$ cat config.mk
export PLATFORM = sky130hd
export DESIGN_NAME = pbc_ram
export DESIGN_NICKNAME = d
export VERILOG_FILES = /design/src/rtl/core/pbc_ram.sv
export SDC_FILE = /design/constraint.sdc
export NUM_CORES = 1
export LEC_CHECK = 0
export BUFFER_PORTS_ARGS = -buffer_cell sky130_fd_sc_hd__buf_2
export CAP_MARGIN = 20
export CELL_PAD_IN_SITES_DETAIL_PLACEMENT = 0
export CELL_PAD_IN_SITES_GLOBAL_PLACEMENT = 1
export CORE_MARGIN = 10
export CORE_UTILIZATION = 56
export CTS_CLUSTER_DIAMETER = 120
export DETAILED_ROUTE_END_ITERATION = 10
export PLACE_DENSITY_LB_ADDON = 0.1
export SETUP_SLACK_MARGIN = 0.05
export SYNTH_ARGS = -nofsm -noshare
export SYNTH_HDL_FRONTEND = slang
export SYNTH_SLANG_ARGS = --single-unit
$ cat constraint.sdc
create_clock -name clock -period 2 [get_ports clock]
set_input_delay 0.2 -clock clock [delete_from_list [all_inputs] [get_ports clock]]
set_output_delay 0.2 -clock clock [all_outputs]
set_load 0.01 [all_outputs]
$ cat src/rtl/core/pbc_ram.sv
// ----------------------------------------------------------------------------
// Generic RAM
// One write port, one read port with registered read data.
// ----------------------------------------------------------------------------
module pbc_ram #(
   parameter int WIDTH = 8,
   parameter int DEPTH = 64
) (
   input  logic                     clock,
   input  logic                     wr_en,
   input  logic [$clog2(DEPTH)-1:0] wr_addr,
   input  logic [WIDTH-1:0]         wr_data,
   input  logic [$clog2(DEPTH)-1:0] rd_addr,
   output logic [WIDTH-1:0]         rd_data
);

   logic [WIDTH-1:0] mem [DEPTH];

   always_ff @(posedge clock) begin
      if (wr_en) begin
         mem[wr_addr] <= wr_data;
      end
      rd_data <= mem[rd_addr];
   end

endmodule

== After elaboration in Yosys (flattened, before gate mapping) ==
Memory sizes are Yosys's and may differ from the RTL's. A register that Yosys moved wholly into a read port is not among the register bits.
Index checks and enable logic that the tools add are counted.
W data, S select, Z words.
Cells by class
  muxes and demuxes: 2
Operators by type and width (number)
  $mux W1: 2
Storage, ports and cells
  memories kept: 1
  memory bits (writable): 512
  logic and storage cells: 3
  output and inout bits: 8
  input bits: 22
  register bits after elaboration: 0
Memories
  mem: words 64, width 8, read ports 1, clocked after memory_dff 1, wr ports 1, RTL line 17  | logic [WIDTH-1:0] mem [DEPTH];

== Logic depth before layout (Yosys ltp) ==
Gate-level depths: netlist (run 1).
  depth after elaboration: 2
  mapped depth: 9
  depth with buffers taken out: 5

== Worst setup path after synthesis (run 1) ==
No wires, ideal clock.
  kind: input -> register
  start: input rd_addr[1]
  end: register rd_data[3], read port of mem
  arrival: 1.740 ns
  required time: 1.872 ns
  stages on the path: 7
  path buffers: 3
  setup slack: 0.132 ns
  path through: buf_4 -> buf_2 -> buf_2 -> mux4_2 -> mux4_2 -> o21ai_1 -> o41ai_1
RTL lines
  start: declaration: RTL line 13  | input logic [$clog2(DEPTH)-1:0] rd_addr,
  end: declaration: RTL line 14  | output logic [WIDTH-1:0] rd_data

==> results of run 1 <==
==> layer usage <==
| metal | vias up | global-route usage [%] |
|---|---|---|
| li1 | 4284 | - |
| met1 | 5266 | 28.8 |
| met2 | 350 | 33.5 |
| met3 | 66 | 3.71 |
| met4 | 2 | 5.90 |
| met5 | - | 0 |
==> final timing paths <==
path / start / end / slack (ns) / depth (start not counted)
hold reg to reg: mem[19][0] / rd_data[0] / 0.82 / 4
hold / removal: rd_addr[5] / rd_data[6] / 0.05 / 3
setup reg to reg: mem[21][6] / rd_data[6] / 0.06 / 5
setup / recovery: mem[21][6] / rd_data[6] / 0.06 / 5
==> sequential cells by signal (all words and copies together), names as in the netlist <==
signal and count:
rd_data 8, mem 512
==> synth_stat cells, types with 2 or more instances <==
library cell / instances
o21ai_0: 2
a211oi_1: 4
o221ai_1: 8
buf_1: 4
edfxtp_1: 512
buf_6: 4
mux4_2: 126
buf_12: 2
nor2b_1: 14
a221oi_1: 6
nor2_1: 83
o221a_2: 2
nor3_1: 7
nand3_1: 13
nand2_1: 19
o2111ai_1: 3
clkbuf_1: 17
nor4_1: 2
o22ai_1: 8
a21oi_1: 3
o32ai_1: 2
buf_2: 11
dfxtp_1: 8
o21ai_1: 2
buf_4: 13
o2bb2ai_1: 3
nand2b_1: 7
nand4_1: 2
a22oi_1: 3
a2111oi_0: 2
o21a_1: 2
o41ai_1: 2
mux2i_1: 23
mux2_2: 13
nand3b_1: 3
==> cell type report <==
cell class | count | area [µm²]
clock buffer | 62 | 1360
clock inverter | 28 | 134
fill | 2343 | 12200
multi-input combinational | 369 | 4340
sequential | 520 | 15500
tap | 461 | 577
timing repair buffer | 175 | 1430
==> stage by stage <==
| step | setup slack, ns | util, % |
|---|---|---|
| floorplan | 0.132 | - |
| global placement | -0.312 | 61.3 |
| detailed placement | -0.311 | 61.3 |
| CTS | 0.0712 | 65.6 |
| global route | -0.00238 | 65.7 |
| finish | 0.0628 | 65.7 |
==> cell usage in the layout (no fill, tap or decap), types with 3 or more instances in the layout <==
cell / instances
edfxtp_1: 512
buf_4: 134
mux4_2: 126
nor2_1: 82
clkbuf_16: 51
buf_2: 26
mux2i_1: 23
nand2_1: 19
nor2b_1: 14
clkinv_1: 14
buf_12: 14
mux2_2: 13
nand3_1: 13
clkinv_2: 11
o221ai_1: 8
o22ai_1: 8
dfxtp_1: 8
nand2b_1: 7
clkbuf_1: 7
nor3_1: 5
a221oi_1: 5
clkbuf_8: 5
a211oi_1: 4
nand3b_1: 3
a21oi_1: 3
a22oi_1: 3
o2111ai_1: 3
o2bb2ai_1: 3
==> critical path, delay by kind of cell (launching register included) <==
kind,cells,cell delay [ns]
mux,2,0.77
compound gates,2,0.42
flops,1,0.36
simple gates,1,0.28
==> power by group through the flow <==
stage | clock [mW] | sequential [mW] | combinational, mW
2_1_floorplan | 0 | 12.3 | 0.643
3_3_place_gp | 0 | 12.3 | 1.20
3_5_place_dp | 0 | 12.3 | 1.23
4_1_cts | 8.75 | 12.1 | 1.23
5_1_grt | 9.21 | 12.1 | 1.32
6_report | 8.62 | 12.1 | 1.24
==> what timing repair did <==
action | CTS | global route
hold endpoints to repair | 0 | 0
resized for setup | 2 | 4
hold buffers | 0 | 0
setup buffers | 0 | 0
setup endpoints to repair | 2 | 4
==> cells by family (layout without fill, tap and decap cells) <==
kind of cell,after synthesis,count (layout),synth area share [%]
flops,520,520,77.0
simple gates,153,153,3.39
buf+inv,51,265,1.57
mux,162,162,15.9
compound gates,54,54,2.07
==> results.cfg, run 1 <==
[global_route]
track_usage_pct = 20.8
grt_pass1_wl_mm = 68.0
grt_start_max_net_pins = 65
grt_overflow_total = 0
grt_pass1_vias = 10400
antenna_found_initial = 1

[worst_setup_path]
crit_path_max_fanout = 1
path_cells = mux4_2, mux2_2, o221a_2, nor3_2, o32ai_1
crit_path_end_kind = flop
startpoint_type = flop
cp.required_ns = 2.46
critPathMaxStageDelay_ns = 0.48
worst-setup-path-type = flop to flop
crit_arrival_ns = 2.40
crit_path_top_delay_cell = mux4_2

[drt]
drc = 0
wl_per_cell_um = 28.0
vias = 9968
dr.pass1.iters = 5
highest_layer = met5
met2WireLength_mm = 22.6
drtIter0Drc = 999
route.met3.wl_mm = 2.98
ant_nets = 0
vias_per_cell = 6.17
wirelength_mm = 45.3
met1_length_mm = 18.8

[synth]
syn_nets = 962
synth.area.top_cells = edfxtp_1 (76%), mux4_2 (14%), nor2_1 (1.5%), mux2i_1 (1.1%), dfxtp_1 (0.79%)
synth_enable_flop_cells = 512
syn_area_um2 = 20200
synth_area_per_cell_um2 = 21.5
yosys_warnings = 0
yosysUniqueCellTypes = 40
yosysTopAreaCell = edfxtp_1
synthDominantCellAreaShare_pct = 76.2
syn_inst = 940
ys_seq_elements = 520
async_flop_share_pct = 0
synth_ff_type = edfxtp_1
synth-seq-area-share_pct = 77.0

[sta]
fmax_mhz = 516
worst_pin_slew_ns = 0.597
slew_headroom_pct = 60.1
min_period_ns = 1.94
fin_crit_sh_pct = 96.9
setup_viol = 0
fin_setup_tns_ns = 0
hold_violations = 0
fin_worst_hold_slack_ns = 0.0540
clock_skew_ns = 0.0224
final_max_slew_viol_count = 0

[floorplanning]
io_pins = 30
die_w_um = 210
die_h_um = 210
start_util_pct = 56.7
rows = 69
core_area_um2 = 35600
die-area_um2 = 44000

[power]
power_leakage_nw = 7.63
pwr_density_cell_nw_per_um2 = 939
vdd_ir_drop_max_mv = 0.905
intPower_mw = 17.4
p_clk_share_pct = 39.3
seq_power_share_pct = 55.1
power_mw = 22.0
switchingPower_mw = 4.58
sw_frac_of_total_pct = 20.9
combPwrFrac_pct = 5.6

[place]
gp_congestion = 0.809
io_buffers = 29
post-place-cells = 1523
hpwlAfterDp_mm = 29.8
post_dp_cell_area_um2 = 21800

[clock_tree]
cts_made_buffers = 50
cts_tree = built
insertion_delay_ns = 0.58
clock_path_buffers = 3
clock-root-buffer = clkbuf_16
clkTransAtPathRegs_ns = 0.07
cts_htree_levels = 2
numClockSinks = 520

[run]
drv_cap = 0

[layout]
diodes = 0
nets = 1138
layout-drive-gt1-share_pct = 33.7
fin_cells = 1615
area_growth_syn_to_layout_pct = 15.9
fin_area_um2 = 23400

[min_path]
hold_class = input port to flop

[status]
status = complete, no violations
Power figures use the tool's default switching activity.
==> inputs of run 2 (changes only) <==
--- a/config.mk
+++ b/config.mk
@@ -9,6 +9,7 @@
 export CAP_MARGIN = 20
 export CELL_PAD_IN_SITES_DETAIL_PLACEMENT = 0
 export CELL_PAD_IN_SITES_GLOBAL_PLACEMENT = 1
+export CORE_ASPECT_RATIO = 1.25
 export CORE_MARGIN = 10
 export CORE_UTILIZATION = 56
 export CTS_CLUSTER_DIAMETER = 120
==> run 2 against run 1 <==
  * Via count shrank 0.29%
  * Power rose by 2.6%
  * Combinational power barely moved
  * Non-clock buffer count up 6
  * First-iteration DRC count down 25%
  * Worst hold slack improved by 0.030 ns
  * Setup slack is essentially flat
  * Critical endpoint is now rd_data[2]
  * Highest routed layer unchanged
  * Sequential share of layout area fell by 0.36 points
  * Critical path type unchanged
  * Routed wire length is 1.5% higher
  * Die area is 0.11% higher
  * Register-to-register slack barely moved
==> results.cfg, run 2 (same netlist as run 1, synthesis figures left out) <==
[layout]
largest_register_ff_count = 512
multi_input_area_um2 = 4350
reg_top3 = mem: 512 flops, rd_data: 8 flops
final_cell_mix = edfxtp_1 (512), buf_4 (143), mux4_2 (126), nor2_1 (81), clkbuf_16 (47)
final_common_cell = edfxtp_1
fin_util_pct = 66.3
layout-drive-gt1-share_pct = 34.4
regArea_um2 = 15500
nets = 1141
area_growth_syn_to_layout_pct = 16.5
fin_area_um2 = 23500
top_register = mem
fin_cells = 1633
fillers = 2376

[clock_tree]
clkTransAtPathRegs_ns = 0.07
cts_tree = built
insertion_delay_ns = 0.57
numClockSinks = 520
clock_path_buffers = 3
clock-root-buffer = clkbuf_16
cts_htree_levels = 2
cts_post_setup_buffers_inserted = 0
hold_buffers = 0
cts_made_buffers = 47

[place]
io_buffers = 29
hpwlAfterDp_mm = 31.0
place_ws_ns = -0.373
post-place-cells = 1544
post_dp_cell_area_um2 = 21900
gp_congestion = 0.847

[worst_setup_path]
worst-setup-path-type = flop to flop
crit_arrival_ns = 2.38
setup.worst_path.end = rd_data[2]
r2r_end = rd_data[2]
r2r_start = mem[44][2]
crit_path_end_kind = flop
startpoint_type = flop
reg2regPathDepth = 4
crit_start = mem[44][2]
crit_path_max_fanout = 1
critPathMaxStageDelay_ns = 0.50
path_cells = mux4_2, mux2_2, a221oi_1, o2bb2ai_1
rrSetupSlack_ns = 0.06
cp.required_ns = 2.44
crit_path_top_delay_cell = mux4_2

[drt]
ant_nets = 0
drc = 0
vias = 9939
dr.pass1.iters = 4
wl_per_cell_um = 28.1
vias_per_cell = 6.09
drtIter0Drc = 750
wirelength_mm = 45.9

[global_route]
antenna_found_initial = 2
top_usage_layer = met2
grt_pass1_vias = 10500
grt_overflow_total = 0
track_usage_pct = 21.1
grtUsageMet3_pct = 2.87
grt.met2_usage_pct = 37.3
grt_start_max_net_pins = 65
gr-usage-met1_pct = 26.2
grt_pass1_wl_mm = 68.1

[status]
status = complete, no violations

[power]
vdd_ir_drop_max_mv = 0.765
power_leakage_nw = 7.66
power_mw = 22.5
pwr_density_cell_nw_per_um2 = 959

[floorplanning]
die-area_um2 = 44100
core_area_um2 = 35500
die_h_um = 232
io_pins = 30
start_util_pct = 56.9
die_w_um = 190
rows = 77

[sta]
grt_setup_unrepaired = true
setup_slack_ns = 0.0631
min_period_ns = 1.94
slew_headroom_pct = 46.5
fin_crit_sh_pct = 96.8
setup_viol = 0
worst_pin_slew_ns = 0.802
hold_violations = 0
final_max_slew_viol_count = 0
clock_skew_ns = 0.0175
fmax_mhz = 516

[run]
drv_cap = 0

[min_path]
hold_class = input port to flop
run 2: cell count changes in the layout (fill, tap and decap cells not counted), sizes merged:
cell	change
buf	+6
bufinv	+8
clkbuf	-12
clkinv	-4
clkinvlp	+4
diode	+1
inv	+2
run 2: worst min-delay path by stage:
stage,from,to,cells past startpoint
after CTS,rd_addr[5],rd_data[2],3
after floorplan,wr_data[0],mem[0][0],0
after detailed placement,rd_data[6],rd_data[6],1
after global routing,rd_addr[5],rd_data[2],3
final,rd_addr[5],rd_data[2],3
after global placement,rd_data[6],rd_data[6],1
run 2: per-layer routing:
layer	routed length, µm	part of all wire, %
met1	17500	38
met2	24600	54
met3	2540	5.5
met4	1250	2.7
met5	11	0.024
run 2: report_power, final:
part           leakage [nW]  switching (mW)  internal [mW]
clock network         0.767            3.84           5.35
registers              4.67          0.0429           12.1
logic                  2.22           0.715          0.533
total                  7.66            4.60           17.9
run 2: layout make-up:
| type | count | share of cell area (%) |
|---|---|---|
| antenna | 1 | 0.0106 |
| clock inverter | 38 | 1.68 |
| multi-input combinational | 369 | 18.5 |
| sequential | 520 | 66.1 |
| timing repair buffer | 181 | 6.12 |
| clock buffer | 50 | 5.05 |
| tap | 474 | 2.52 |
run 2: per-stage QoR:
stage / setup TNS [ns] / hold WS, ns
after global placement: -2.07 / 0.618
after detailed placement: -2.03 / 0.631
after floorplan: 0 / 0.299
final: 0 / 0.0839
after CTS: 0 / 0.0622
after global routing: 0 / 0.0901
run 2: what timing repair did:
| item | 4_1_cts | 5_1_grt |
|---|---|---|
| endpoints found under the setup margin | 4 | 3 |
| pin swaps | 0 | 1 |
| resized for setup | 5 | 2 |
run 2: critical path, delay by kind of cell, from the launching register on:
family,cells,cell delay [ns]
AOI/OAI and AO/OA,2,0.61
muxes,2,0.83
DFF,1,0.37
